===== src/hdl/gtu_pkg.sv =====
// ----------------------------------------------------------------------------
// gtu_pkg
// Shared types, constants and codes for the GPS time to UTC conversion pipe.
// ----------------------------------------------------------------------------
package gtu_pkg;

  localparam int FRACTION_BITS = 20;
  localparam int TOW_W  = 40;
  localparam int WEEK_W = 13;
  localparam int UTC_W  = 41;
  localparam int X_W    = 43;   // signed width of t - delta
  localparam int E_W    = 64;   // signed width of the drift time span
  localparam int W_W    = 24;   // signed width of whole seconds in the window
  localparam int MOD_STEPS = 6; // quotient bits of |x| / day length

  localparam int ADDR_W = 5;
  localparam int DATA_W = 32;

  localparam logic [X_W-1:0] DAY_LEN   = X_W'(64'd86400 << FRACTION_BITS);
  localparam logic [X_W-1:0] HALF_DAY  = X_W'(64'd43200 << FRACTION_BITS);
  localparam logic [X_W-1:0] WINDOW    = X_W'(64'd21600 << FRACTION_BITS);
  localparam int             WEEK_SEC  = 604800;
  localparam int             DAY_SEC   = 86400;

  typedef enum logic [1:0] {
    RULE_BEFORE  = 2'd0,
    RULE_OUTSIDE = 2'd1,
    RULE_WINDOW  = 2'd2,
    RULE_PAST    = 2'd3
  } rule_t;

  typedef enum logic [2:0] {
    REG_BIAS_A0        = 3'd0,
    REG_DRIFT_A1       = 3'd1,
    REG_REFERENCE_TIME = 3'd2,
    REG_REFERENCE_WEEK = 3'd3,
    REG_LEAP_NOW       = 3'd4,
    REG_LEAP_WEEK      = 3'd5,
    REG_LEAP_DAY       = 3'd6,
    REG_LEAP_FUTURE    = 3'd7
  } reg_idx_t;

  typedef struct packed {
    logic [31:0] bias_a0;
    logic [23:0] drift_a1;
    logic [19:0] reference_time;
    logic [12:0] reference_week;
    logic [7:0]  leap_now;
    logic [12:0] leap_week;
    logic [2:0]  leap_day;
    logic [7:0]  leap_future;
  } cfg_t;

  typedef struct packed {
    logic [X_W-1:0]   x;     // signed t - delta (less half a day in the window)
    logic [TOW_W-1:0] tow;
    rule_t            rule;
  } off_t;

  typedef struct packed {
    logic             neg;
    logic [X_W-1:0]   mag;
    logic [TOW_W-1:0] tow_rem;
    logic [TOW_W-1:0] tow;
    rule_t            rule;
  } red_t;

endpackage


===== src/hdl/gtu_modred.sv =====
// ----------------------------------------------------------------------------
// gtu_modred
// Truncating reduction by the day length: a magnitude stage, then one
// compare-subtract per stage, applied to t - delta and to t side by side.
// ----------------------------------------------------------------------------
module gtu_modred (
  input  logic          clk,
  input  logic          rst,
  input  logic          in_valid,
  output logic          in_ready,
  input  gtu_pkg::off_t in_data,
  output logic          out_valid,
  input  logic          out_ready,
  output gtu_pkg::red_t out_data
);
  import gtu_pkg::*;

  localparam int S = MOD_STEPS + 1;

  logic [S-1:0] v;
  logic [S-1:0] en;
  red_t         st [S];

  assign en[S-1]   = !v[S-1] || out_ready;
  assign en[0]     = !v[0] || en[1];
  assign in_ready  = en[0];
  assign out_valid = v[S-1];
  assign out_data  = st[S-1];

  always_ff @(posedge clk) begin
    if (rst) begin
      v[0] <= 1'b0;
    end else if (en[0]) begin
      v[0] <= in_valid;
    end
  end

  // Take the magnitude; the sign returns at the end.
  always_ff @(posedge clk) begin
    if (en[0]) begin
      st[0].neg     <= in_data.x[X_W-1];
      st[0].mag     <= in_data.x[X_W-1] ? X_W'(-$signed(in_data.x)) : in_data.x;
      st[0].tow_rem <= in_data.tow;
      st[0].tow     <= in_data.tow;
      st[0].rule    <= in_data.rule;
    end
  end

  for (genvar k = 1; k < S; k++) begin : g_step
    localparam logic [X_W-1:0] STEP = DAY_LEN << (MOD_STEPS - k);

    if (k < S - 1) begin : g_en
      assign en[k] = !v[k] || en[k+1];
    end

    always_ff @(posedge clk) begin
      if (rst) begin
        v[k] <= 1'b0;
      end else if (en[k]) begin
        v[k] <= v[k-1];
      end
    end

    always_ff @(posedge clk) begin
      if (en[k]) begin
        st[k].neg  <= st[k-1].neg;
        st[k].tow  <= st[k-1].tow;
        st[k].rule <= st[k-1].rule;
        st[k].mag  <= (st[k-1].mag >= STEP) ? st[k-1].mag - STEP : st[k-1].mag;
        st[k].tow_rem <= (X_W'(st[k-1].tow_rem) >= STEP)
                       ? TOW_W'(X_W'(st[k-1].tow_rem) - STEP) : st[k-1].tow_rem;
      end
    end
  end

endmodule


===== config.mk =====
export PLATFORM = sky130hd
export DESIGN_NAME = gtu_modred
export DESIGN_NICKNAME = d
export VERILOG_FILES = /design/src/hdl/gtu_pkg.sv /design/src/hdl/gtu_modred.sv
export SDC_FILE = /design/constraint.sdc
export NUM_CORES = 1
export LEC_CHECK = 0
export BUFFER_PORTS_ARGS = -buffer_cell sky130_fd_sc_hd__buf_4
export CAP_MARGIN = 20
export CORE_ASPECT_RATIO = 1.1
export CORE_UTILIZATION = 61
export CTS_BUF_LIST = sky130_fd_sc_hd__clkbuf_2
export DETAILED_ROUTE_END_ITERATION = 8
export PLACE_DENSITY_LB_ADDON = 0.08
export SYNTH_ARGS = -nofsm -noshare
export SYNTH_HDL_FRONTEND = slang
export SYNTH_SLANG_ARGS = --single-unit

===== constraint.sdc =====
create_clock -name clk -period 7.6 [get_ports clk]
set_input_delay 0 -clock clk [delete_from_list [all_inputs] [get_ports clk]]
set_output_delay 0 -clock clk [all_outputs]
set_load 0.05 [all_outputs]

==> impl_metrics.tcl <==
set metrics [dict create \
    rows 75 \
    hp-start "in_data[21]" \
    synth_edf_count 648 \
    io_pins 217 \
    detailed_place.area_mm2 0.0262 \
    finish.utilization 0.772 \
    cts.sink_count 655 \
    grt_max_degree 87 \
    route.detailed.drc 0 \
    ys_ff_latch 655 \
    die_h_um 210 \
    cts_buffers 150 \
    coreArea_mm2 0.0385 \
    wirelength_um 42800 \
    fmax_ghz 0.208 \
    synthFlopType "edfxtp_1" \
    hold_path_depth 3 \
    dp_hpwl_um 25000 \
    pre_cts_ws_ns 3.92 \
    crit_arrival_ns 4.81 \
    final_cell_mix "648 x edfxtp_1, 222 x buf_4, 221 x clkbuf_2" \
    start_kind "register" \
    powerDensity_mw_per_mm2 296 \
    rsz0062_at_grt "no" \
    die_x_um 191 \
    areaGrowthSynthToFinish_pct 23.7 \
    grt_pass1_wl_um 67100 \
    grt_pass1_vias 13800 \
    cts_root_buf "clkbuf_2" \
    worstSkewPairLatency_ns 1.09 \
    port_buffers 216 \
    hold_violations 0 \
    clock_path_buffers 3 \
    worst_slew_margin_rel 0.352 \
    slew_violations 0 \
    overflow 0 \
    layout_setup_ws_ns 2.79 \
    rr_startpoint "out_valid" \
    syn_inst 1312 \
    skew_ns 0.0930 \
    setup_viol 0 \
    initial_core_util 0.624 \
    wl_per_cell_um 17.3 \
    dieArea_mm2 0.0402 \
    syn_area_per_cell_um2 18.3 \
    regToRegSetupSlack_ns 3.42 \
    cts.repair.resized 0 \
    status "finished clean" \
    tns_ns 0 \
    synth_nets 1412 \
    clk_pin_slew_ns 0.09 \
    p_leak_nw 11.4 \
    htreeDepth 4 \
    final_area_mm2 0.0297 \
    vias_per_cell 5.35 \
    yosysWarnings 0 \
    tightest_slew_ns 0.973 \
    rr_worst_depth 7 \
    grt_usage 0.218 \
    cp_cell_sequence "nor2b_1 -> inv_4 -> nor2_1 -> nand4_1 -> buf_4 -> buf_4" \
    vias 13200 \
    firstDrtPassIters 5 \
    yosysSeqAreaShare 0.816 \
    gp_congestion 0.834 \
    fin_crit_ns 4.81 \
    worstPathRequired_ns 7.60 \
    cp_slowest_cell "nand4_1" \
    postRouteAntennaNets 0 \
    worstHoldEndpoint "st[0][61]" \
    ys_async_sr_fraction 0 \
    vdd.ir_drop.worst_uv 248 \
    cp_max_fo 74 \
    yosys.cell_types.count 51 \
    power_mw 8.79 \
    cts_tree "built" \
    cpPeakStageDelay_ns 0.77 \
    worstSetupPathType "reg -> out" \
    cp-end-kind "output port" \
    hp-class "in -> reg" \
    netlist_area_mm2 0.0240 \
    crit_path_frequent_cell "buf_4" \
    antenna_found_initial 1 \
    final_common_cell "edfxtp_1" \
    layout.nets 1971 \
    drt_first_iter_violations 667 \
    drv_cap 0 \
    r2r-end "v[0]" \
    finalCritPeriodShare 0.633 \
    drive_gt1_frac 0.250 \
    fillers 2160 \
]
[sequential cells by signal, indices dropped and copies added, names as in the netlist]
register	count
out_valid	1
st	648
v	6
[worst max path at each step]
stage              start    endpoint  slack (ns)  cells after the start
4_1_cts        out_valid    in_ready        2.79                      6
3_5_place_dp   out_valid  st[0][112]        3.92                      5
2_1_floorplan  out_valid    st[0][0]        0.57                      4
6_report       out_valid    in_ready        2.79                      6
5_1_grt        out_valid    in_ready        2.45                      6
3_3_place_gp   out_valid  st[0][112]        4.13                      5
[kinds of logic after synthesis]
group,count (synthesis),synth area share
xor+xnor,128,0.0467
buf+inv,53,0.0125
fa+ha+maj,11,0.00573
simple gates,282,0.0638
compound gates,162,0.0457
flops,655,0.816
mux,21,0.00959
[where the power goes]
part | internal (mW) | total (mW) | switching [mW]
Clock | 0.873 | 2.13 | 1.26
Sequential | 4.63 | 5.01 | 0.384
Combinational | 0.708 | 1.65 | 0.938
[layer usage]
metal / global-route usage / vias up / part of all wire
li1: - / 6367 / -
met1: 0.249 / 6317 / 0.39
met2: 0.376 / 423 / 0.52
met3: 0.0504 / 124 / 0.048
met4: 0.127 / 0 / 0.041
met5: 0 / - / 0
[through the flow]
stage               cells  hold WS [ns]
detailed placement   2000         0.179
CTS                  2473        0.0454
global route         2475        0.0786
floorplan            1312        0.0691
finish               2475         0.176
global placement     1998         0.178
[cell usage after synthesis (all sizes together), types with 8 or more instances]
| cell type | number | area (um2) |
|---|---|---|
| a211oi | 11 | 82.6 |
| a21o | 9 | 67.6 |
| a21oi | 35 | 175 |
| buf | 27 | 203 |
| clkbuf | 9 | 33.8 |
| edfxtp | 648 | 19500 |
| ha | 11 | 138 |
| inv | 17 | 63.8 |
| mux2 | 16 | 180 |
| nand2 | 47 | 176 |
| nand2b | 16 | 100 |
| nand3 | 11 | 55.1 |
| nand4 | 14 | 87.6 |
| nor2 | 62 | 233 |
| nor2b | 8 | 50.1 |
| nor3 | 23 | 115 |
| nor4 | 56 | 357 |
| o21a | 8 | 60.1 |
| o21ai | 44 | 220 |
| o31ai | 15 | 131 |
| o41ai | 12 | 105 |
| or4 | 17 | 150 |
| xnor2 | 73 | 639 |
| xor2 | 55 | 482 |
[worst max-delay path, delay by kind of cell (launching register included)]
kind,cells,cell delay (ns)
buffers and inverters,3,1.30
flip-flops,1,0.33
AND/OR/NAND/NOR,3,2.05
[layout make-up]
| cell class | count | area [um2] | area share |
|---|---|---|---|
| inverters | 17 | 68.8 | 0.00232 |
| clock buffers | 221 | 1110 | 0.0372 |
| diodes | 1 | 2.50 | 0.0000843 |
| multi-input cells | 604 | 4160 | 0.140 |
| clock inverters | 34 | 228 | 0.00767 |
| repair buffers | 443 | 3910 | 0.132 |
| flip-flops and latches | 655 | 19600 | 0.660 |
| well taps | 500 | 626 | 0.0211 |
[timing repair]
action                    in CTS  in global routing
buffers inserted               0                  0
hold endpoints to repair     173                  0
hold buffers                 218                  0
(Power assumes the default switching activity.)
