## config.mk

```make
export PLATFORM = sky130hd
export DESIGN_NAME = gtu_regs
export DESIGN_NICKNAME = d
export VERILOG_FILES = /design/src/hdl/gtu_pkg.sv /design/src/hdl/gtu_regs.sv
export SDC_FILE = /design/constraint.sdc
export NUM_CORES = 1
export LEC_CHECK = 0
export ABC_AREA = 1
export BUFFER_PORTS_ARGS = -buffer_cell sky130_fd_sc_hd__buf_2
export CAP_MARGIN = 25
export CORE_MARGIN = 10
export CORE_UTILIZATION = 50
export DETAILED_ROUTE_END_ITERATION = 12
export PLACE_DENSITY = 0.79
export SLEW_MARGIN = 20
export SYNTH_ARGS = -nofsm -noshare
export SYNTH_HDL_FRONTEND = slang
export SYNTH_SLANG_ARGS = --single-unit
```

## constraint.sdc

```tcl
create_clock -name clk -period 1.7 [get_ports clk]
set_input_delay 0.34 -clock clk [delete_from_list [all_inputs] [get_ports clk]]
set_output_delay 0.34 -clock clk [all_outputs]
set_load 0.01 [all_outputs]
```

## src/hdl/gtu_pkg.sv

```systemverilog
// ----------------------------------------------------------------------------
// gtu_pkg
// Shared types, constants and codes for the GPS time to UTC conversion pipe.
// ----------------------------------------------------------------------------
package gtu_pkg;

  localparam int FRACTION_BITS = 20;
  localparam int TOW_W  = 40;
  localparam int WEEK_W = 13;
  localparam int UTC_W  = 41;
  localparam int X_W    = 43;   // signed width of t - delta
  localparam int E_W    = 64;   // signed width of the drift time span
  localparam int W_W    = 24;   // signed width of whole seconds in the window
  localparam int MOD_STEPS = 6; // quotient bits of |x| / day length

  localparam int ADDR_W = 5;
  localparam int DATA_W = 32;

  localparam logic [X_W-1:0] DAY_LEN   = X_W'(64'd86400 << FRACTION_BITS);
  localparam logic [X_W-1:0] HALF_DAY  = X_W'(64'd43200 << FRACTION_BITS);
  localparam logic [X_W-1:0] WINDOW    = X_W'(64'd21600 << FRACTION_BITS);
  localparam int             WEEK_SEC  = 604800;
  localparam int             DAY_SEC   = 86400;

  typedef enum logic [1:0] {
    RULE_BEFORE  = 2'd0,
    RULE_OUTSIDE = 2'd1,
    RULE_WINDOW  = 2'd2,
    RULE_PAST    = 2'd3
  } rule_t;

  typedef enum logic [2:0] {
    REG_BIAS_A0        = 3'd0,
    REG_DRIFT_A1       = 3'd1,
    REG_REFERENCE_TIME = 3'd2,
    REG_REFERENCE_WEEK = 3'd3,
    REG_LEAP_NOW       = 3'd4,
    REG_LEAP_WEEK      = 3'd5,
    REG_LEAP_DAY       = 3'd6,
    REG_LEAP_FUTURE    = 3'd7
  } reg_idx_t;

  typedef struct packed {
    logic [31:0] bias_a0;
    logic [23:0] drift_a1;
    logic [19:0] reference_time;
    logic [12:0] reference_week;
    logic [7:0]  leap_now;
    logic [12:0] leap_week;
    logic [2:0]  leap_day;
    logic [7:0]  leap_future;
  } cfg_t;

  typedef struct packed {
    logic [X_W-1:0]   x;     // signed t - delta (less half a day in the window)
    logic [TOW_W-1:0] tow;
    rule_t            rule;
  } off_t;

  typedef struct packed {
    logic             neg;
    logic [X_W-1:0]   mag;
    logic [TOW_W-1:0] tow_rem;
    logic [TOW_W-1:0] tow;
    rule_t            rule;
  } red_t;

endpackage

```

## src/hdl/gtu_regs.sv

```systemverilog
// ----------------------------------------------------------------------------
// gtu_regs
// APB register file holding the UTC parameters.
// ----------------------------------------------------------------------------
module gtu_regs (
  input  logic                        clk,
  input  logic                        rst,
  input  logic                        psel,
  input  logic                        penable,
  input  logic                        pwrite,
  input  logic [gtu_pkg::ADDR_W-1:0]  paddr,
  input  logic [gtu_pkg::DATA_W-1:0]  pwdata,
  output logic [gtu_pkg::DATA_W-1:0]  prdata,
  output logic                        pready,
  output gtu_pkg::cfg_t               cfg
);
  import gtu_pkg::*;

  reg_idx_t idx;
  logic     wr;

  assign idx    = reg_idx_t'(paddr[ADDR_W-1:2]);
  assign wr     = psel && penable && pwrite;
  assign pready = 1'b1;

  always_ff @(posedge clk) begin
    if (rst) begin
      cfg <= '0;
    end else if (wr) begin
      unique case (idx)
        REG_BIAS_A0:        cfg.bias_a0        <= pwdata[31:0];
        REG_DRIFT_A1:       cfg.drift_a1       <= pwdata[23:0];
        REG_REFERENCE_TIME: cfg.reference_time <= pwdata[19:0];
        REG_REFERENCE_WEEK: cfg.reference_week <= pwdata[12:0];
        REG_LEAP_NOW:       cfg.leap_now       <= pwdata[7:0];
        REG_LEAP_WEEK:      cfg.leap_week      <= pwdata[12:0];
        REG_LEAP_DAY:       cfg.leap_day       <= pwdata[2:0];
        REG_LEAP_FUTURE:    cfg.leap_future    <= pwdata[7:0];
        default: ;
      endcase
    end
  end

  always_comb begin
    unique case (idx)
      REG_BIAS_A0:        prdata = cfg.bias_a0;
      REG_DRIFT_A1:       prdata = {{8{cfg.drift_a1[23]}}, cfg.drift_a1};
      REG_REFERENCE_TIME: prdata = {12'd0, cfg.reference_time};
      REG_REFERENCE_WEEK: prdata = {19'd0, cfg.reference_week};
      REG_LEAP_NOW:       prdata = {{24{cfg.leap_now[7]}}, cfg.leap_now};
      REG_LEAP_WEEK:      prdata = {19'd0, cfg.leap_week};
      REG_LEAP_DAY:       prdata = {29'd0, cfg.leap_day};
      REG_LEAP_FUTURE:    prdata = {{24{cfg.leap_future[7]}}, cfg.leap_future};
      default:            prdata = '0;
    endcase
  end

endmodule

```

==> tab_implementation.tex <==
\begin{tabular}{lr}
\hline
Metric & Value \\
\hline
\multicolumn{2}{l}{\textbf{Final layout}} \\
Post-Layout Cell Count & between 1000 and 1500 \\
Net total in the final layout & 1048 \\
Number of filler cells placed in the layout & about 900 \\
Register with the most flip-flops & cfg \\
Max reg flops & between 100 and 150 \\
Top library cells by usage in the layout, fill and taps aside & sky130\_fd\_sc\_hd\_\_buf\_2 (185), sky130\_fd\_sc\_hd\_\_nor2\_1 (160), sky130\_fd\_sc\_hd\_\_dfxtp\_1 (118) \\
Antenna diode count & 0 \\
Registers with the most flip-flops & cfg: 121 flops \\
Register area & approximately 0.0024 mm\^{}2 \\
Relative area change from synthesis to final layout & 38.6\% \\
Most common cell after layout, fill and taps aside & sky130\_fd\_sc\_hd\_\_buf\_2 \\
Area of the multi-input gates & between 0.002 and 0.003 mm\^{}2 \\
Proportion of layout cells with a drive suffix above 1 & 0.324 \\
\multicolumn{2}{l}{\textbf{GRT}} \\
Antenna violations before repair & 0 \\
Overflow left after global routing & 0 \\
Pin count of the biggest net entering global routing & roughly 120 \\
Via count of the first global-routing pass & between 6000 and 7000 \\
Total routing usage reported by global routing & 0.251 \\
Wire length of the first global-routing pass & 33300 um \\
\multicolumn{2}{l}{\textbf{Timing}} \\
Total Neg Setup Slack & -0.312 ns \\
Final Hold Vio Count & 0 \\
Highest clock frequency the design can meet & $\sim$570 MHz \\
Pins Over Slew Limit & 0 \\
Unrepaired setup endpoints after global routing & yes \\
Post-route minimum period & between 1.5 and 2 ns \\
Measured slew at the worst slew-check pin & about 0.63 ns \\
Worst hold slack & around 0.17 ns \\
Finish-stage setup viols & 11 \\
Final worst setup slack & -0.0404 ns \\
Share of the clock period used by the worst path after layout & 1.02 \\
Post-route clock skew & 0 ns \\
Slew HR & 0.582 \\
\multicolumn{2}{l}{\textbf{Worst hold path}} \\
Type of the worst min-delay path & in2reg \\
\multicolumn{2}{l}{\textbf{Synthesis}} \\
Cell variety after synth & 25 \\
Sequential element share of the synthesized area & 0.425 \\
Count of state elements after synthesis & around 120 \\
Avg Cell Area, Syn & a little over 7 um\^{}2 \\
Mapped Cells & approximately 800 \\
Yosys warning total & 0 \\
Post-synthesis instance area & 0.00570 mm\^{}2 \\
Post-synthesis net count & 852 \\
\multicolumn{2}{l}{\textbf{Setup path}} \\
Largest driver fanout on the critical path & 6 \\
Worst EP required & roughly 1.4 ns \\
Critical Path Start Type & flop \\
Crit path kind & reg2out \\
Data arrival time of the critical path & 1.40 ns \\
Endpoint type of the worst setup path & output pin \\
\multicolumn{2}{l}{\textbf{Placement}} \\
Worst slack after detailed placement & -0.166 ns \\
Count of placed standard cells including taps & around 1100 \\
IO Port Bufs & 192 \\
HPWL Detailed & 14700 um \\
RePlAce Congestion & 0.922 \\
\multicolumn{2}{l}{\textbf{Detailed routing}} \\
Total number of vias & about 6600 \\
Drt via density & around 5.7 \\
Routed WL per cell & between 15 and 20 um \\
Detailed-route DRC error count & 0 \\
First-pass iteration count of the detailed router & 5 \\
Initial DRC count & 681 \\
Post-DRT Antenna Nets & 0 \\
Routed WL & $\sim$22000 um \\
\multicolumn{2}{l}{\textbf{CTS}} \\
Total number of H-tree levels & 4 \\
Clock tree buffer depth & 2 \\
Clock transition time at the flip-flop clock pins of the worst setup and hold paths & around 0.06 ns \\
Clock tree from TritonCTS & done \\
Worst-Skew Late Latency & between 0.4 and 0.5 ns \\
Clock sink count & roughly 120 \\
TritonCTS Buffers & 17 \\
Root buf cell & sky130\_fd\_sc\_hd\_\_clkbuf\_16 \\
Number of hold buffers added after cts & 0 \\
\multicolumn{2}{l}{\textbf{Floorplan}} \\
Starting Density & 0.519 \\
Die X-Extent & around 130 um \\
Standard-cell row count & 38 \\
Number of top-level design ports & approximately 200 \\
Die boundary height & roughly 130 um \\
Die ar. & $\sim$0.016 mm\^{}2 \\
Area of the core & $\sim$0.011 mm\^{}2 \\
\multicolumn{2}{l}{\textbf{Power}} \\
Leakage power & just under 4 nW \\
Post-layout total power & between 7 and 8 mW \\
Maximum VDD drop & about 550 uV \\
Power density cells & between 900 and 1000 mW/mm\^{}2 \\
\multicolumn{2}{l}{\textbf{Run status}} \\
Status & finished with violations \\
Failing checks & negative setup slack \\
\multicolumn{2}{l}{\textbf{Flow run}} \\
Max-capacitance violation count & 0 \\
\hline
\end{tabular}
## synthesized netlist by cell type, drive strengths merged
cell | n | area share
a21oi | 1 | 0.0015
nand4 | 50 | 0.055
conb | 1 | 0.00066
nor2 | 182 | 0.13
nand3 | 31 | 0.035
o21ai | 121 | 0.11
buf | 43 | 0.047
nand2 | 94 | 0.064
inv | 27 | 0.019
clkbuf | 26 | 0.017
nor3 | 113 | 0.099
dfxtp | 121 | 0.43
## logic make-up after synthesis
logic type | Yosys count | share of synthesized area
and+or+nand+nor | 470 | 0.384
AOI/OAI and AO/OA | 122 | 0.108
DFF | 121 | 0.425
buffers and inverters | 96 | 0.0823
other | 1 | 0.000658
## through the flow
stage                     utilization  cell area, um^2
after floorplan                     -             5700
after global placement          0.634             6960
after detailed placement        0.634             6960
after CTS                       0.699             7670
after global routing            0.719             7900
final                           0.719             7900
## per-layer routing
layer	GRT usage	wire length, um	part of all wire	vias to the layer above
li1	-	-	-	3142
met3	0.0825	2470	0.11	43
met5	0	0	0	-
met2	0.395	10300	0.47	401
met4	0.0951	514	0.024	0
met1	0.313	8550	0.39	3030
## what timing repair did
action / in CTS / in global routing
resized for setup: 29 / 37
pin swaps: 4 / 18
hold endpoints to repair: 0 / 0
gates cloned: 1 / 3
setup endpoints to repair: 30 / 30
buffers inserted: 1 / 4
## worst paths after layout
path,start,to,slack [ns],cells past startpoint
max,cfg[31]$_SDFFE_PP0P_,prdata[9],-0.04,6
max reg2reg,cfg[88]$_SDFFE_PP0P_,cfg[88]$_SDFFE_PP0P_,0.85,2
min,pwdata[28],cfg[117]$_SDFFE_PP0P_,0.17,3
min reg2reg,cfg[89]$_SDFFE_PP0P_,cfg[89]$_SDFFE_PP0P_,0.52,2
## power breakdown
group	switching (mW)	total (mW)	internal, mW
Combinational	0.391	0.611	0.220
Sequential	0.0308	2.90	2.87
Clock	1.30	3.68	2.38
Total	1.73	7.20	5.47
## cell type report
type	instances	area share
Inverter	27	0.0163
Sequential cell	121	0.307
Tap cell	140	0.0222
Clock buffer	21	0.0583
Multi-Input combinational cell	594	0.372
Clock inverter	11	0.0184
Timing Repair Buffer	245	0.205
## critical path, cell delays in order, from the launching register on
cell	delay, ns
sky130_fd_sc_hd__dfxtp_4	0.35
sky130_fd_sc_hd__nand3_4	0.09
sky130_fd_sc_hd__buf_6	0.13
sky130_fd_sc_hd__nand2_1	0.07
sky130_fd_sc_hd__nor2_2	0.11
sky130_fd_sc_hd__nand3_1	0.08
sky130_fd_sc_hd__buf_2	0.15
No activity file was read; power rests on OpenSTA's default activity.
