`config.mk`:
```
export PLATFORM = sky130hd
export DESIGN_NAME = gtu_offset
export DESIGN_NICKNAME = d
export VERILOG_FILES = /design/src/hdl/gtu_pkg.sv /design/src/hdl/gtu_offset.sv
export SDC_FILE = /design/constraint.sdc
export NUM_CORES = 2
export LEC_CHECK = 0
export ABC_AREA = 0
export BUFFER_PORTS_ARGS = -buffer_cell sky130_fd_sc_hd__buf_2
export CORE_ASPECT_RATIO = 0.5
export CORE_MARGIN = 2
export CORE_UTILIZATION = 40
export DETAILED_ROUTE_END_ITERATION = 8
export GPL_TIMING_DRIVEN = 0
export PLACE_DENSITY_LB_ADDON = 0.25
export RECOVER_POWER = 50
export SYNTH_ARGS = -nofsm -noshare
export SYNTH_HDL_FRONTEND = slang
export SYNTH_SLANG_ARGS = --single-unit
```
`constraint.sdc`:
```
create_clock -name clk -period 12.06 [get_ports clk]
set_clock_uncertainty 0.15 [all_clocks]
set_input_delay 0.603 -clock clk [delete_from_list [all_inputs] [get_ports clk]]
set_output_delay 0.603 -clock clk [all_outputs]
set_load 0.005 [all_outputs]
```
`src/hdl/gtu_pkg.sv`:
```
// ----------------------------------------------------------------------------
// gtu_pkg
// Shared types, constants and codes for the GPS time to UTC conversion pipe.
// ----------------------------------------------------------------------------
package gtu_pkg;

  localparam int FRACTION_BITS = 20;
  localparam int TOW_W  = 40;
  localparam int WEEK_W = 13;
  localparam int UTC_W  = 41;
  localparam int X_W    = 43;   // signed width of t - delta
  localparam int E_W    = 64;   // signed width of the drift time span
  localparam int W_W    = 24;   // signed width of whole seconds in the window
  localparam int MOD_STEPS = 6; // quotient bits of |x| / day length

  localparam int ADDR_W = 5;
  localparam int DATA_W = 32;

  localparam logic [X_W-1:0] DAY_LEN   = X_W'(64'd86400 << FRACTION_BITS);
  localparam logic [X_W-1:0] HALF_DAY  = X_W'(64'd43200 << FRACTION_BITS);
  localparam logic [X_W-1:0] WINDOW    = X_W'(64'd21600 << FRACTION_BITS);
  localparam int             WEEK_SEC  = 604800;
  localparam int             DAY_SEC   = 86400;

  typedef enum logic [1:0] {
    RULE_BEFORE  = 2'd0,
    RULE_OUTSIDE = 2'd1,
    RULE_WINDOW  = 2'd2,
    RULE_PAST    = 2'd3
  } rule_t;

  typedef enum logic [2:0] {
    REG_BIAS_A0        = 3'd0,
    REG_DRIFT_A1       = 3'd1,
    REG_REFERENCE_TIME = 3'd2,
    REG_REFERENCE_WEEK = 3'd3,
    REG_LEAP_NOW       = 3'd4,
    REG_LEAP_WEEK      = 3'd5,
    REG_LEAP_DAY       = 3'd6,
    REG_LEAP_FUTURE    = 3'd7
  } reg_idx_t;

  typedef struct packed {
    logic [31:0] bias_a0;
    logic [23:0] drift_a1;
    logic [19:0] reference_time;
    logic [12:0] reference_week;
    logic [7:0]  leap_now;
    logic [12:0] leap_week;
    logic [2:0]  leap_day;
    logic [7:0]  leap_future;
  } cfg_t;

  typedef struct packed {
    logic [X_W-1:0]   x;     // signed t - delta (less half a day in the window)
    logic [TOW_W-1:0] tow;
    rule_t            rule;
  } off_t;

  typedef struct packed {
    logic             neg;
    logic [X_W-1:0]   mag;
    logic [TOW_W-1:0] tow_rem;
    logic [TOW_W-1:0] tow;
    rule_t            rule;
  } red_t;

endpackage

```
`src/hdl/gtu_offset.sv`:
```
// ----------------------------------------------------------------------------
// gtu_offset
// Four-stage front end: rule and drift span, drift product, delta, t - delta.
// ----------------------------------------------------------------------------
module gtu_offset (
  input  logic                       clk,
  input  logic                       rst,
  input  gtu_pkg::cfg_t              cfg,
  input  logic                       in_valid,
  output logic                       in_ready,
  input  logic [gtu_pkg::TOW_W-1:0]  tow_in,
  input  logic [gtu_pkg::WEEK_W-1:0] week_in,
  output logic                       out_valid,
  input  logic                       out_ready,
  output gtu_pkg::off_t              out_data
);
  import gtu_pkg::*;

  logic [3:0] v;
  logic [3:0] en;

  // stage 1
  logic signed [13:0]  dweek;
  logic signed [34:0]  week_span;
  logic signed [13:0]  weeks_to;
  logic signed [41:0]  off;
  logic signed [E_W-1:0] e_next;
  rule_t               rule_next;
  logic [TOW_W-1:0]    tow1;
  rule_t               rule1;
  logic signed [E_W-1:0] e1;
  // stage 2
  logic [TOW_W-1:0]    tow2;
  rule_t               rule2;
  logic signed [55:0]  prod_hi;
  logic signed [56:0]  prod_lo;
  // stage 3
  logic signed [87:0]  prod_sum;
  logic signed [X_W-1:0] delta_next;
  logic [7:0]          leap;
  logic [TOW_W-1:0]    tow3;
  rule_t               rule3;
  logic signed [X_W-1:0] delta3;
  // stage 4
  logic signed [X_W-1:0] x_next;

  assign en[3]    = !v[3] || out_ready;
  assign en[2]    = !v[2] || en[3];
  assign en[1]    = !v[1] || en[2];
  assign en[0]    = !v[0] || en[1];
  assign in_ready = en[0];
  assign out_valid = v[3];

  always_ff @(posedge clk) begin
    if (rst) begin
      v <= '0;
    end else begin
      if (en[0]) v[0] <= in_valid;
      if (en[1]) v[1] <= v[0];
      if (en[2]) v[2] <= v[1];
      if (en[3]) v[3] <= v[2];
    end
  end

  // Span since the reference time, and the rule from week and event day.
  always_comb begin
    dweek     = $signed({1'b0, week_in}) - $signed({1'b0, cfg.reference_week});
    week_span = dweek * $signed(35'(WEEK_SEC));
    e_next    = $signed(E_W'(tow_in)) - $signed(E_W'(cfg.reference_time) << FRACTION_BITS)
              + (E_W'(week_span) <<< FRACTION_BITS);
    weeks_to  = $signed({1'b0, cfg.leap_week}) - $signed({1'b0, week_in});
    off       = $signed(42'(tow_in)) - $signed(42'(cfg.leap_day) * 42'(DAY_LEN));
    if (weeks_to > 0) begin
      rule_next = RULE_BEFORE;
    end else if (weeks_to == 0) begin
      if (off > $signed(42'(WINDOW))) begin
        rule_next = RULE_PAST;
      end else if (off < -$signed(42'(WINDOW))) begin
        rule_next = RULE_OUTSIDE;
      end else begin
        rule_next = RULE_WINDOW;
      end
    end else begin
      rule_next = RULE_PAST;
    end
  end

  always_ff @(posedge clk) begin
    if (en[0]) begin
      tow1  <= tow_in;
      rule1 <= rule_next;
      e1    <= e_next;
    end
  end

  // Split the drift product into two partial products.
  always_ff @(posedge clk) begin
    if (en[1]) begin
      tow2    <= tow1;
      rule2   <= rule1;
      prod_hi <= $signed(cfg.drift_a1) * $signed(e1[63:32]);
      prod_lo <= $signed(cfg.drift_a1) * $signed({1'b0, e1[31:0]});
    end
  end

  assign prod_sum   = (88'(prod_hi) <<< 32) + 88'(prod_lo);
  assign leap       = (rule2 == RULE_PAST) ? cfg.leap_future : cfg.leap_now;
  assign delta_next = X_W'(prod_sum >>> 50)
                    + X_W'($signed(cfg.bias_a0) >>> (30 - FRACTION_BITS))
                    + (X_W'($signed(leap)) <<< FRACTION_BITS);

  always_ff @(posedge clk) begin
    if (en[2]) begin
      tow3   <= tow2;
      rule3  <= rule2;
      delta3 <= delta_next;
    end
  end

  assign x_next = $signed(X_W'(tow3)) - delta3
                - ((rule3 == RULE_WINDOW) ? $signed(HALF_DAY) : $signed(X_W'(0)));

  always_ff @(posedge clk) begin
    if (en[3]) begin
      out_data.x    <= x_next;
      out_data.tow  <= tow3;
      out_data.rule <= rule3;
    end
  end

endmodule

```
==> run_results.csv <==
group,metric,value,unit
floorplan,dieArea,180000,µm²
synth,ys_types,76,
route,ant_nets,0,
synth,synth_top_area_share,38.4,%
synth,synth_edf_count,360,
sta,min_period_over_period,94.9,%
sta,maxSlewHeadroom,-169,%
critical_path,start_kind,"input port",
route,vias_per_cell,5.20,
route,routed_wl,227000,µm
critical_path,r2r-start,"e1[22]",
placed_design,portBuffers,232,
global_routing,grt_pass1_vias,52800,
floorplan,fp.dieW,599,µm
outcome,failed_checks,"capacitance limit, slew limit",
floorplan,core_area,176000,µm²
synth,ys_seq_elements,364,
clock_network,cts_tree,"built",
global_routing,met2_usage,37.3,%
floorplan,ios,265,
critical_path,worstRegToRegCells,22,
sta,slew_viol_final,168,
job,maxCapViolations,6,
cells_and_area,regArea,10900,µm²
sta,fin_setup_tns,0,ps
clock_network,cts_resized,0,
route,drt_iter0_drc,5045,
global_routing,grt_antenna_before_repair,27,
synth,syn-num-nets,9535,
clock_network,clockRootBuffer,"clkbuf_16",
outcome,outcome,"complete, but fails checks",
critical_path,endpoint,"prod_lo[51]",
sta,tightest_slew,4030,ps
global_routing,met1_usage,37.1,%
synth,syn_area,70700,µm²
critical_path,cp_max_fo,13,
global_routing,busiest_layer,"met2",
synth,synth.most_common_cell,"inv_1",
floorplan,die_h,301,µm
critical_path,path_class,"input port to register",
clock_network,clkTransAtPathRegs,60,ps
route,vias,52100,
clock_network,numCtsBuffers,43,
floorplan,std_cell_rows,109,
sta,rsz0062_at_grt,"false",
cells_and_area,syn2layout_area_growth,8.19,%
sta,hold_viol_final,0,
placed_design,place_hpwl,194000,µm
clock_network,worstSkewPairLatency,640,ps
global_routing,grt.met3_usage,6.89,%
synth,async_reset_ff_share,0,%
clock_network,cts_buffer_depth,3,
critical_path,crit_required,12050,ps
critical_path,worstPathArrival,11440,ps
synth,yosys.area.top_type,"fa_1",
global_routing,grt_overflow,0,
critical_path,rr_endpoint,"prod_lo[51]",
global_routing,grt_usage,25.5,%
sta,fmax,87.4,MHz
synth,yosys-top-cells-count,"1605 x inv_1, 1357 x fa_1, 972 x nand2_1",
synth,synth_top_flop_cell,"edfxtp_1",
clock_network,cts.sinks,364,
worst_hold_path,worstHoldPathType,"input port to register",
sta,fin_crit,11450,ps
synth,ys_top_cells_by_area,"fa_1 38%, edfxtp_1 15%, ha_1 13%",
sta,finalSetupViolations,0,
placed_design,gp_routability_congestion,1.01,
synth,yosysSeqAreaShare,15.4,%
critical_path,startpoint,"cfg[68]",
synth,syn_inst,7274,
cells_and_area,multi_input_area,52800,µm²
critical_path,reg2reg_slack,840,ps
global_routing,grt_pass1_wl,339000,µm
cells_and_area,drive_gt1_share,3.22,%
route,drc,0,
clock_network,htree_levels,2,
synth,avgSynthCellArea,9.72,µm²
cells_and_area,fill_cells,17300,
route,wl_per_cell,22.6,µm
floorplan,initial_utilization,40.1,%
cells_and_area,fin_nets,9831,
critical_path,crit_path_end_kind,"register",
synth,yosys_warnings,0,
route,drt_pass1_iterations,6,
global_routing,grt_max_degree,93,
-- state kept, by name (all words and copies together), names as in the netlist --
signal,flops
e1,36
tow1,40
rule3,2
rule1,2
out_data,85
tow3,40
rule2,2
prod_hi,48
v,4
tow2,40
delta3,40
prod_lo,25
-- through the flow --
stage               worst slack, ps  hold slack (ps)  instances  utilization, %  area [µm²]
floorplan                      2820              250       7274               -       70700
global placement                466              250       9892            42.5       74900
detailed placement              572              255       9900            42.6       75000
CTS                            1170             1.22       9988            43.5       76600
global route                    690             49.2       9997            43.4       76400
finish                          614             59.1      10000            43.4       76500
-- cell usage in the layout, fill, tap and decap left out, drive strengths merged, types with 19 or more instances in the layout --
cell,Yosys,final
buf,3,132
a21o,110,110
nand3,53,53
o21bai,30,30
nand2b,82,82
diode,0,35
nand2,972,972
edfxtp,360,360
and3,31,31
a31oi,25,25
inv,1605,1612
fa,1357,1357
o21a,52,52
xor2,74,74
and2,430,430
nor2b,46,46
clkbuf,265,429
a211oi,24,24
o211ai,19,19
a21oi,206,206
nor2,164,164
xnor2,194,194
ha,726,726
o21ai,149,149
nor3,66,66
or3,19,19
-- timing repair --
item	CTS	global route
hold buffers	10	0
setup buffers	0	0
setup endpoints to repair	0	0
hold endpoints to repair	12	0
-- worst max-delay path, cell delays in order --
cell and delay [ps]:
clkbuf_1 740, clkbuf_1 930, nand2_1 190, fa_1 550
fa_1 520, inv_1 60, fa_1 530, inv_1 60
fa_1 500, fa_1 590, fa_1 540, inv_1 50
fa_1 500, ha_1 320, nand2_1 60, or3_1 480
a211o_1 320, a41o_1 290, o21ba_2 260, o31ai_1 1060
a21oi_1 470, o211ai_1 390, xor2_1 1350
-- per-layer routing --
metal  part of all wire [%]  vias to the layer above
met1                     45                    26400
met2                     42                     2268
met4                    2.9                        8
li1                       -                    23100
met3                     11                      320
met5                  0.030                        -
-- worst min path at each step --
stage,to,start,cells past startpoint,slack [ps]
4_1_cts,tow1[15],tow_in[15],1,1
5_1_grt,tow1[7],tow_in[7],1,50
2_1_floorplan,rule2[0],rule1[0],0,250
3_3_place_gp,tow2[37],tow1[37],0,250
6_report,tow1[13],tow_in[13],1,60
3_5_place_dp,rule2[1],rule1[1],0,250
-- kinds of logic after synthesis --
kind of cell,count (synthesis),share of synthesized area (%)
compound gates,748,7.03
xor+xnor,268,3.32
fa+ha+maj,2083,51.3
simple gates,1926,12.9
flops,364,15.4
buf+inv,1873,9.95
mux,12,0.170
-- cell type report --
type                    count  area share (%)
multi-input cells        5037            69.1
diodes                     35           0.114
clock inverters            26           0.360
clock buffers              52            1.52
plain buffers             268            1.32
inverters                1605            7.88
flip-flops and latches    364            14.2
repair buffers            251            1.61
well taps                2386            3.90
Power is not shown: default switching activity piles up to over one toggle a cycle in this logic, so the estimate is an artifact.
