$ cat src/hdl/gtu_pkg.sv
// ----------------------------------------------------------------------------
// gtu_pkg
// Shared types, constants and codes for the GPS time to UTC conversion pipe.
// ----------------------------------------------------------------------------
package gtu_pkg;

  localparam int FRACTION_BITS = 20;
  localparam int TOW_W  = 40;
  localparam int WEEK_W = 13;
  localparam int UTC_W  = 41;
  localparam int X_W    = 43;   // signed width of t - delta
  localparam int E_W    = 64;   // signed width of the drift time span
  localparam int W_W    = 24;   // signed width of whole seconds in the window
  localparam int MOD_STEPS = 6; // quotient bits of |x| / day length

  localparam int ADDR_W = 5;
  localparam int DATA_W = 32;

  localparam logic [X_W-1:0] DAY_LEN   = X_W'(64'd86400 << FRACTION_BITS);
  localparam logic [X_W-1:0] HALF_DAY  = X_W'(64'd43200 << FRACTION_BITS);
  localparam logic [X_W-1:0] WINDOW    = X_W'(64'd21600 << FRACTION_BITS);
  localparam int             WEEK_SEC  = 604800;
  localparam int             DAY_SEC   = 86400;

  typedef enum logic [1:0] {
    RULE_BEFORE  = 2'd0,
    RULE_OUTSIDE = 2'd1,
    RULE_WINDOW  = 2'd2,
    RULE_PAST    = 2'd3
  } rule_t;

  typedef enum logic [2:0] {
    REG_BIAS_A0        = 3'd0,
    REG_DRIFT_A1       = 3'd1,
    REG_REFERENCE_TIME = 3'd2,
    REG_REFERENCE_WEEK = 3'd3,
    REG_LEAP_NOW       = 3'd4,
    REG_LEAP_WEEK      = 3'd5,
    REG_LEAP_DAY       = 3'd6,
    REG_LEAP_FUTURE    = 3'd7
  } reg_idx_t;

  typedef struct packed {
    logic [31:0] bias_a0;
    logic [23:0] drift_a1;
    logic [19:0] reference_time;
    logic [12:0] reference_week;
    logic [7:0]  leap_now;
    logic [12:0] leap_week;
    logic [2:0]  leap_day;
    logic [7:0]  leap_future;
  } cfg_t;

  typedef struct packed {
    logic [X_W-1:0]   x;     // signed t - delta (less half a day in the window)
    logic [TOW_W-1:0] tow;
    rule_t            rule;
  } off_t;

  typedef struct packed {
    logic             neg;
    logic [X_W-1:0]   mag;
    logic [TOW_W-1:0] tow_rem;
    logic [TOW_W-1:0] tow;
    rule_t            rule;
  } red_t;

endpackage

$ cat src/hdl/gtu_finish.sv
// ----------------------------------------------------------------------------
// gtu_finish
// Three-stage back end: signed remainder and day base, leap window seconds,
// final sum into the output register.
// ----------------------------------------------------------------------------
module gtu_finish (
  input  logic                              clk,
  input  logic                              rst,
  input  gtu_pkg::cfg_t                     cfg,
  input  logic                              in_valid,
  output logic                              in_ready,
  input  gtu_pkg::red_t                     in_data,
  output logic                              out_valid,
  input  logic                              out_ready,
  output logic signed [gtu_pkg::UTC_W-1:0]  utc_time_of_week,
  output logic [1:0]                        rule_used
);
  import gtu_pkg::*;

  logic [2:0] v;
  logic [2:0] en;

  logic signed [X_W-1:0] rem_a;
  logic [TOW_W-1:0]      base_a;
  rule_t                 rule_a;

  logic signed [X_W:0]   wf;
  logic [X_W:0]          wf_mag;
  logic [X_W:0]          w_mag;
  logic signed [W_W-1:0] w_next;
  logic signed [X_W-1:0] rem_b;
  logic [TOW_W-1:0]      base_b;
  rule_t                 rule_b;
  logic signed [W_W-1:0] w_b;

  logic signed [17:0]    m;
  logic signed [W_W-1:0] wm;
  logic signed [UTC_W-1:0] day;

  assign en[2]     = !v[2] || out_ready;
  assign en[1]     = !v[1] || en[2];
  assign en[0]     = !v[0] || en[1];
  assign in_ready  = en[0];
  assign out_valid = v[2];

  always_ff @(posedge clk) begin
    if (rst) begin
      v <= '0;
    end else begin
      if (en[0]) v[0] <= in_valid;
      if (en[1]) v[1] <= v[0];
      if (en[2]) v[2] <= v[1];
    end
  end

  always_ff @(posedge clk) begin
    if (en[0]) begin
      rem_a  <= in_data.neg ? -$signed(in_data.mag) : $signed(in_data.mag);
      base_a <= in_data.tow - in_data.tow_rem;
      rule_a <= in_data.rule;
    end
  end

  // Whole seconds of the window day time, truncated toward zero.
  always_comb begin
    wf     = (X_W+1)'(rem_a) + $signed((X_W+1)'(HALF_DAY));
    wf_mag = wf[X_W] ? (X_W+1)'(-wf) : wf;
    w_mag  = wf_mag >> FRACTION_BITS;
    w_next = wf[X_W] ? -$signed(W_W'(w_mag)) : $signed(W_W'(w_mag));
  end

  always_ff @(posedge clk) begin
    if (en[1]) begin
      rem_b  <= rem_a;
      base_b <= base_a;
      rule_b <= rule_a;
      w_b    <= w_next;
    end
  end

  always_comb begin
    m = 18'(DAY_SEC) + 18'($signed(cfg.leap_future)) - 18'($signed(cfg.leap_now));
    if (w_b >= W_W'(m)) begin
      wm = w_b - W_W'(m);
    end else if (w_b <= -W_W'(m)) begin
      wm = w_b + W_W'(m);
    end else begin
      wm = w_b;
    end
    day = (rule_b == RULE_WINDOW) ? (UTC_W'(wm) <<< FRACTION_BITS) : UTC_W'(rem_b);
  end

  always_ff @(posedge clk) begin
    if (en[2]) begin
      utc_time_of_week <= $signed(UTC_W'(base_b)) + day;
      rule_used        <= rule_b;
    end
  end

endmodule
$ cat config.mk
export PLATFORM = sky130hd
export DESIGN_NAME = gtu_finish
export DESIGN_NICKNAME = d
export VERILOG_FILES = /design/src/hdl/gtu_pkg.sv /design/src/hdl/gtu_finish.sv
export SDC_FILE = /design/constraint.sdc
export NUM_CORES = 1
export LEC_CHECK = 0
export ABC_CLOCK_PERIOD_IN_PS = 8200
export BUFFER_PORTS_ARGS = -buffer_cell sky130_fd_sc_hd__buf_2
export CAP_MARGIN = 20
export CORE_MARGIN = 1
export CORE_UTILIZATION = 52
export DETAILED_ROUTE_END_ITERATION = 8
export PLACE_DENSITY_LB_ADDON = 0.1
export RECOVER_POWER = 100
export SLEW_MARGIN = 5
export SYNTH_ARGS = -nofsm -noshare
export SYNTH_HDL_FRONTEND = slang
export SYNTH_SLANG_ARGS = --single-unit
export TNS_END_PERCENT = 10
$ cat constraint.sdc
create_clock -name clk -period 8.2 [get_ports clk]
set_input_delay 0.82 -clock clk [delete_from_list [all_inputs] [get_ports clk]]
set_output_delay 0.82 -clock clk [all_outputs]
set_load 0.02 [all_outputs]
==> impl_metrics.py, run 1 <==
metrics = {
    "critical_path": {
        "start_kind": "input port",
        "r2r_cells": 25,
        "cp-end-kind": "flop",
        "cp_common_cell": "ha_1",
        "r2r_start": "w_b[0]$_DFFE_PP_",
        "cp_top_family": "compound AO/OA/AOI/OAI gates",
        "required_ns": 8.48,
        "rr_endpoint": "utc_time_of_week[33]$_DFFE_PP_",
        "critPathMaxFanout": 8,
        "slowest_stage": "a221oi_1",
        "crit_arrival_ns": 7.91,
        "r2r_slack_ns": 2.42,
        "cp_slowest_stage_delay_ns": 0.40,
        "path_class": "in -> reg",
        "crit_buf_inv": 6,
    },
    "global_routing": {
        "antenna_found_initial": 6,
        "met1_usage_pct": 32.31,
        "grtUsageMet2_pct": 39.51,
        "grt_usage_pct": 24.00,
        "grt_max_degree": 63,
        "busiest_layer": "met2",
        "grt_util_met3_pct": 4.231,
        "grt_pass1_vias": 13110,
        "grt_pass1_wl_um": 64660,
        "overflow": 0,
    },
    "synth": {
        "synth.yosys.warnings": 0,
        "avgSynthCellArea_um2": 9.922,
        "ys.flop_type": "edfxtp_1",
        "synth_area_um2": 16890,
        "synth_simple_gate_area_share_pct": 14.14,
        "synth_compound_area_share_pct": 17.91,
        "synth-edff-count": 235,
        "synth.net_count": 2116,
        "synth.distinct_cells": 78,
        "synth.mux.area_fraction_pct": 0.2371,
        "synth-seq-area-share_pct": 42.14,
        "synth_area_leaders": "edfxtp_1, ha_1, xnor2_1",
        "yosysTopAreaCell": "edfxtp_1",
        "ys_ff_latch": 238,
        "async_flop_share_pct": 0,
        "synth-xor-area-share_pct": 9.647,
        "synth_fa_ha_area_share_pct": 12.30,
        "synth_top_area_share_pct": 41.79,
        "netlist_instances": 1702,
        "synth_top_family_by_area": "compound AO/OA/AOI/OAI gates",
    },
    "clock_network": {
        "postCtsResizedCells": 0,
        "cts_buffers": 25,
        "htree_levels": 1,
        "cts_tree": "yes",
        "cts_hold_buf": 0,
        "path_clk_slew_ns": 0.06,
        "root_buffer": "clkbuf_16",
        "clock-sinks": 238,
        "insertion_delay_ns": 0.54,
        "post_cts_buffers": 0,
        "cts_buffer_depth": 3,
    },
    "floorplan": {
        "die-area_um2": 33200,
        "initial_core_util_pct": 53.24,
        "die_w_um": 182.2,
        "num_rows": 65,
        "core-area_um2": 31720,
        "dieHeight_um": 182.2,
        "io_pins": 296,
    },
    "sta": {
        "fin_crit_sh_pct": 93.07,
        "setup_viol": 0,
        "slew_viol_final": 251,
        "slew_headroom_pct": -105.1,
        "finClkSkew_ns": 0.01464,
        "hold_violations": 0,
        "max_freq_mhz": 131.0,
        "tightestPinTransition_ns": 3.077,
        "period_needed_ns": 7.631,
    },
    "outcome": {
        "status": "finished, violations left",
        "violations": "capacitance limit, slew limit",
    },
    "cells_and_area": {
        "multi_input_area_um2": 9171,
        "final_core_util_pct": 62.02,
        "regArea_um2": 7117,
        "area_delta_synth_final_pct": 16.49,
        "layout-drive-gt1-share_pct": 14.78,
        "fin_nets": 2400,
        "fillers": 2706,
    },
    "power": {
        "power.density_nw_per_um2": 248.2,
        "irDropWorstVdd_v": 0.0001405,
        "finalPower_w": 0.004883,
        "leakage_nw": 8.447,
    },
    "detailed_routing": {
        "vias_per_cell": 5.610,
        "vias": 13520,
        "drt-total-wl_um": 39220,
        "post_drt_wl_per_cell_um": 16.27,
        "drtIter0Drc": 927,
        "ant_nets": 0,
        "drc_errors": 0,
        "drt-pass1-iter-count": 5,
    },
    "worst_hold_path": {
        "hold_depth": 0,
        "hold_path_class": "reg -> reg",
        "hold_path.startpoint": "base_a[37]$_DFFE_PP_",
        "min_to": "base_b[37]$_DFFE_PP_",
    },
    "placed_design": {
        "portBuffers": 190,
        "dpl.hpwl_um": 31250,
        "gp_congestion": 0.9339,
    },
    "job": {
        "cap_viol_max_count": 6,
    },
}
-- placed cells by master, fill, tap and decap left out, types with 7 or more instances in the layout --
cell type and count:
buf_2 138, nor2b_1 20, a21oi_1 108, xor2_1 49
o21bai_1 24, clkinv_1 9, nand2b_1 20, nor4_1 15
o211ai_1 11, a21o_1 53, or3_1 8, a221oi_1 8
nand3_1 34, o221ai_1 7, o21ai_0 106, o41ai_1 7
nand4_1 17, or2_2 8, a22oi_1 11, inv_1 120
a31oi_1 11, ha_1 158, clkbuf_1 62, xnor2_1 137
nand2_1 135, buf_4 101, nor2_1 121, a211oi_1 9
o22ai_1 13, nor3_1 29, o31ai_1 14, clkbuf_16 25
edfxtp_1 235, and2_1 23, o21a_1 21, and3_1 19
-- flip-flops by register name, indices dropped and copies added (netlist names) --
name              count
rem_a                43
rule_used             2
base_a               40
utc_time_of_week     41
v                     3
base_b               40
rem_b                41
w_b                  24
rule_b                2
rule_a                2
-- worst max path at each step --
stage | start | end | slack, ns | cells after the start
final | cfg[1] | utc_time_of_week[33]$_DFFE_PP_ | 0.57 | 38
after global routing | cfg[25] | utc_time_of_week[40]$_DFFE_PP_ | -0.002 | 38
after detailed placement | cfg[1] | utc_time_of_week[39]$_DFFE_PP_ | -0.14 | 38
after global placement | cfg[25] | utc_time_of_week[39]$_DFFE_PP_ | -0.04 | 40
after CTS | cfg[1] | utc_time_of_week[40]$_DFFE_PP_ | 0.37 | 40
after floorplan | cfg[25] | utc_time_of_week[39]$_DFFE_PP_ | 0.01 | 37
-- cell usage after synthesis (5+ instances only) --
cell,number
o31a_1,6
nand3_1,34
o21ai_0,111
xor2_1,49
a221o_1,6
o221ai_1,7
nor2_1,121
a211oi_1,9
clkbuf_1,37
edfxtp_1,235
and3_1,19
a31oi_1,11
xnor2_1,137
nor4_1,14
or4_1,6
ha_1,158
nor2b_1,20
o21a_1,21
a221oi_1,9
fa_1,5
a21oi_1,107
a31o_2,6
or3_1,8
a22oi_1,11
and2_1,26
o211ai_1,11
o41ai_1,7
nand4_1,17
nor3_1,32
o22ai_1,14
nand2_1,135
nand3b_1,5
a21o_1,53
o31ai_1,14
inv_1,122
or2_2,8
o21bai_1,24
nand2b_1,21
-- metrics by stage --
| stage | cell area, um^2 | setup TNS [ns] | hold slack (ns) | setup WS (ns) | instances |
|---|---|---|---|---|---|
| floorplan | 16890 | 0 | 0.4003 | 0.01166 | 1702 |
| finish | 19670 | 0 | 0.4169 | 0.5686 | 2410 |
| detailed placement | 19000 | -0.4533 | 0.4045 | -0.1384 | 2361 |
| global route | 19660 | -0.001530 | 0.4211 | -0.001530 | 2406 |
| CTS | 19740 | 0 | 0.4170 | 0.3697 | 2405 |
| global placement | 19000 | -0.03978 | 0.4013 | -0.03978 | 2361 |
-- kinds of logic (layout without fill, tap and decap cells) --
logic type,after synthesis,after routing
and+or+nand+nor,486,486
xor gates and xnor gates,186,186
muxes,4,4
AOI/OAI and AO/OA,464,464
buffers and inverters,161,462
adders and majority gates,163,163
other,0,5
DFF,238,238
-- cell type report --
type / instances / area share, %
Clock inverter: 14 / 0.5215
Sequential cell: 238 / 36.18
Multi-Input combinational cell: 1303 / 46.62
Antenna cell: 5 / 0.06360
Inverter: 122 / 2.334
Timing Repair Buffer: 296 / 8.453
Tap cell: 402 / 2.557
Clock buffer: 30 / 3.275
-- routing by layer --
layer	share of wire (%)	up-vias
li1	-	6838
met1	46	6274
met2	45	340
met3	5.6	64
met4	2.7	4
met5	0.087	-
-- power by group --
part / total (W) / switching (W) / internal, W
registers: 0.00184 / 0.000154 / 0.00168
clock network: 0.00104 / 0.000450 / 0.000590
logic: 0.00201 / 0.00114 / 0.000867
Note: power is estimated with default switching activity, not from simulation.
==> run 2, diff against run 1 <==
--- a/config.mk
+++ b/config.mk
@@ -8,8 +8,10 @@
 export ABC_CLOCK_PERIOD_IN_PS = 8200
 export BUFFER_PORTS_ARGS = -buffer_cell sky130_fd_sc_hd__buf_2
 export CAP_MARGIN = 20
+export CELL_PAD_IN_SITES_DETAIL_PLACEMENT = 1
+export CELL_PAD_IN_SITES_GLOBAL_PLACEMENT = 2
 export CORE_MARGIN = 1
-export CORE_UTILIZATION = 52
+export CORE_UTILIZATION = 33
 export DETAILED_ROUTE_END_ITERATION = 8
 export PLACE_DENSITY_LB_ADDON = 0.1
 export RECOVER_POWER = 100
==> impl_metrics.py, run 2 (synthesis gave the netlist of run 1 again) <==
metrics = {
    "outcome": {
        "status": "finished, violations left",
        "violations": "capacitance limit, slew limit",
    },
    "sta": {
        "fin_crit_sh_pct": 93.64,
        "slew_viol_final": 273,
        "max_freq_mhz": 130.2,
        "fin_worst_hold_slack_ns": 0.4161,
        "finClkSkew_ns": 0.008440,
        "worst_slack_ns": 0.5218,
        "tightestPinTransition_ns": 4.323,
        "hold_violations": 0,
        "slew_headroom_pct": -188.2,
        "setup_viol": 0,
        "period_needed_ns": 7.678,
    },
    "floorplan": {
        "io_pins": 296,
        "die-area_um2": 52080,
        "initial_core_util_pct": 33.59,
        "num_rows": 82,
        "core-area_um2": 50270,
        "dieHeight_um": 228.2,
        "die_w_um": 228.2,
    },
    "clock_network": {
        "path_clk_slew_ns": 0.06,
        "cts_buffers": 27,
        "insertion_delay_ns": 0.55,
        "cts_tree": "yes",
        "cts_hold_buf": 0,
        "cts_buffer_depth": 3,
        "htree_levels": 1,
        "root_buffer": "clkbuf_16",
        "clock-sinks": 238,
    },
    "detailed_routing": {
        "drc_errors": 0,
        "post_drt_wl_per_cell_um": 17.71,
        "drtIter0Drc": 508,
        "drt-pass1-iter-count": 4,
        "drt-total-wl_um": 48160,
        "vias_per_cell": 5.050,
        "vias": 13730,
        "ant_nets": 0,
    },
    "global_routing": {
        "grtUsageMet2_pct": 30.93,
        "grt_pass1_vias": 14310,
        "grt_usage_pct": 18.32,
        "overflow": 0,
        "grt_max_degree": 80,
        "grt_util_met3_pct": 3.625,
        "busiest_layer": "met2",
        "grt_pass1_wl_um": 76710,
        "met1_usage_pct": 24.06,
        "antenna_found_initial": 14,
    },
    "critical_path": {
        "path_class": "in -> reg",
        "critPathMaxFanout": 6,
        "start_kind": "input port",
        "slowest_stage": "fa_1",
        "cp_slowest_stage_delay_ns": 0.39,
        "crit_arrival_ns": 7.97,
        "r2r_slack_ns": 2.29,
        "cp-end-kind": "flop",
        "r2r_start": "w_b[0]$_DFFE_PP_",
        "cp_common_cell": "ha_1",
        "rr_endpoint": "utc_time_of_week[39]$_DFFE_PP_",
        "required_ns": 8.49,
        "r2r_cells": 23,
    },
    "placed_design": {
        "dpl_cell_area_um2": 19600,
        "dpl.hpwl_um": 38870,
        "dp_slack_ns": -0.4504,
        "portBuffers": 190,
        "gp_congestion": 0.8592,
        "dp_cells": 2666,
    },
    "worst_hold_path": {
        "min_to": "base_b[23]$_DFFE_PP_",
        "hold_depth": 0,
        "hold_path.startpoint": "base_a[23]$_DFFE_PP_",
        "hold_path_class": "reg -> reg",
    },
    "cells_and_area": {
        "area_delta_synth_final_pct": 21.82,
        "layout-drive-gt1-share_pct": 17.62,
        "most-common-layout-cells": "edfxtp_1, ha_1, buf_2",
        "fin_nets": 2439,
        "reg_top3": "rem_a (43), rem_b (41), utc_time_of_week (41)",
        "finalNonFillerCells": 2719,
        "largest_reg_flops": 43,
        "final_common_cell": "edfxtp_1",
        "final_area_um2": 20570,
        "regMostFlops": "rem_a",
    },
    "power": {
        "power.density_nw_per_um2": 258.7,
        "finalPower_w": 0.005322,
        "irDropWorstVdd_v": 0.0001268,
        "leakage_nw": 8.743,
    },
    "job": {
        "cap_viol_max_count": 5,
    },
}
==> run 2: changes by cell type in the layout (fill, tap and decap cells not counted), moves of 3 or more <==
| cell | previous run | this run |
|---|---|---|
| o21ai_0 | 106 | 99 |
| clkinv_1 | 9 | 4 |
| a221oi_1 | 8 | 5 |
| a221oi_2 | 1 | 4 |
| buf_4 | 101 | 133 |
| clkbuf_1 | 62 | 59 |
| bufinv_16 | 1 | 7 |
| a22oi_2 | 0 | 3 |
| a22oi_1 | 11 | 8 |
| o21ai_2 | 1 | 7 |
==> run 2: timing repair <==
| item | 4_1_cts | 5_1_grt |
|---|---|---|
| setup endpoints to repair | 0 | 13 |
| resized for setup | 0 | 35 |
| setup buffers | 0 | 2 |
==> run 2: critical path: cells and delay by family <==
kind                     cells  cell delay (ns)
AO/OA/AOI/OAI               15             2.57
adder cells (fa/ha/maj)      5             1.45
AND/OR/NAND/NOR             10             2.08
XOR/XNOR                     1             0.15
buffers and inverters        8             0.87
==> run 2: power breakdown <==
group | leakage, nW | total, W | internal (W) | switching (W)
Clock | 0.468 | 0.00131 | 0.000819 | 0.000493
Combinational | 5.77 | 0.00216 | 0.000934 | 0.00123
Sequential | 2.50 | 0.00185 | 0.00168 | 0.000167
Total | 8.74 | 0.00532 | 0.00344 | 0.00189
==> run 2: worst max path at each step <==
| stage | from | end | slack (ns) | cells past startpoint |
|---|---|---|---|---|
| after floorplan | cfg[25] | utc_time_of_week[39]$_DFFE_PP_ | 0.01 | 37 |
| final | cfg[25] | utc_time_of_week[39]$_DFFE_PP_ | 0.52 | 39 |
| after global placement | cfg[25] | utc_time_of_week[39]$_DFFE_PP_ | -0.28 | 42 |
| after CTS | cfg[25] | utc_time_of_week[39]$_DFFE_PP_ | 0.08 | 42 |
| after global routing | cfg[25] | utc_time_of_week[39]$_DFFE_PP_ | -0.003 | 40 |
| after detailed placement | cfg[25] | utc_time_of_week[39]$_DFFE_PP_ | -0.45 | 40 |
==> run 2: area by class of cell <==
| type | instances | area, um^2 |
|---|---|---|
| clock inverters | 18 | 271.5 |
| multi-input cells | 1303 | 9258 |
| well taps | 672 | 840.8 |
| clock buffers | 29 | 683.2 |
| inverters | 122 | 459.2 |
| flip-flops and latches | 238 | 7117 |
| repair buffers | 333 | 1933 |
| diodes | 4 | 10.01 |
| fillers | 5795 | 29700 |
==> run 2: per-stage QoR <==
step	TNS, ns	util, %
6_report	0	40.92
5_1_grt	-0.004350	40.91
4_1_cts	0	40.88
3_5_place_dp	-3.052	38.98
3_3_place_gp	-1.366	38.98
2_1_floorplan	0	-
==> run 2: metal layers <==
metal	wire length, um	part of all wire, %
met5	135	0.28
met2	22280	46
met1	22350	46
met4	984	2.0
met3	2404	5.0
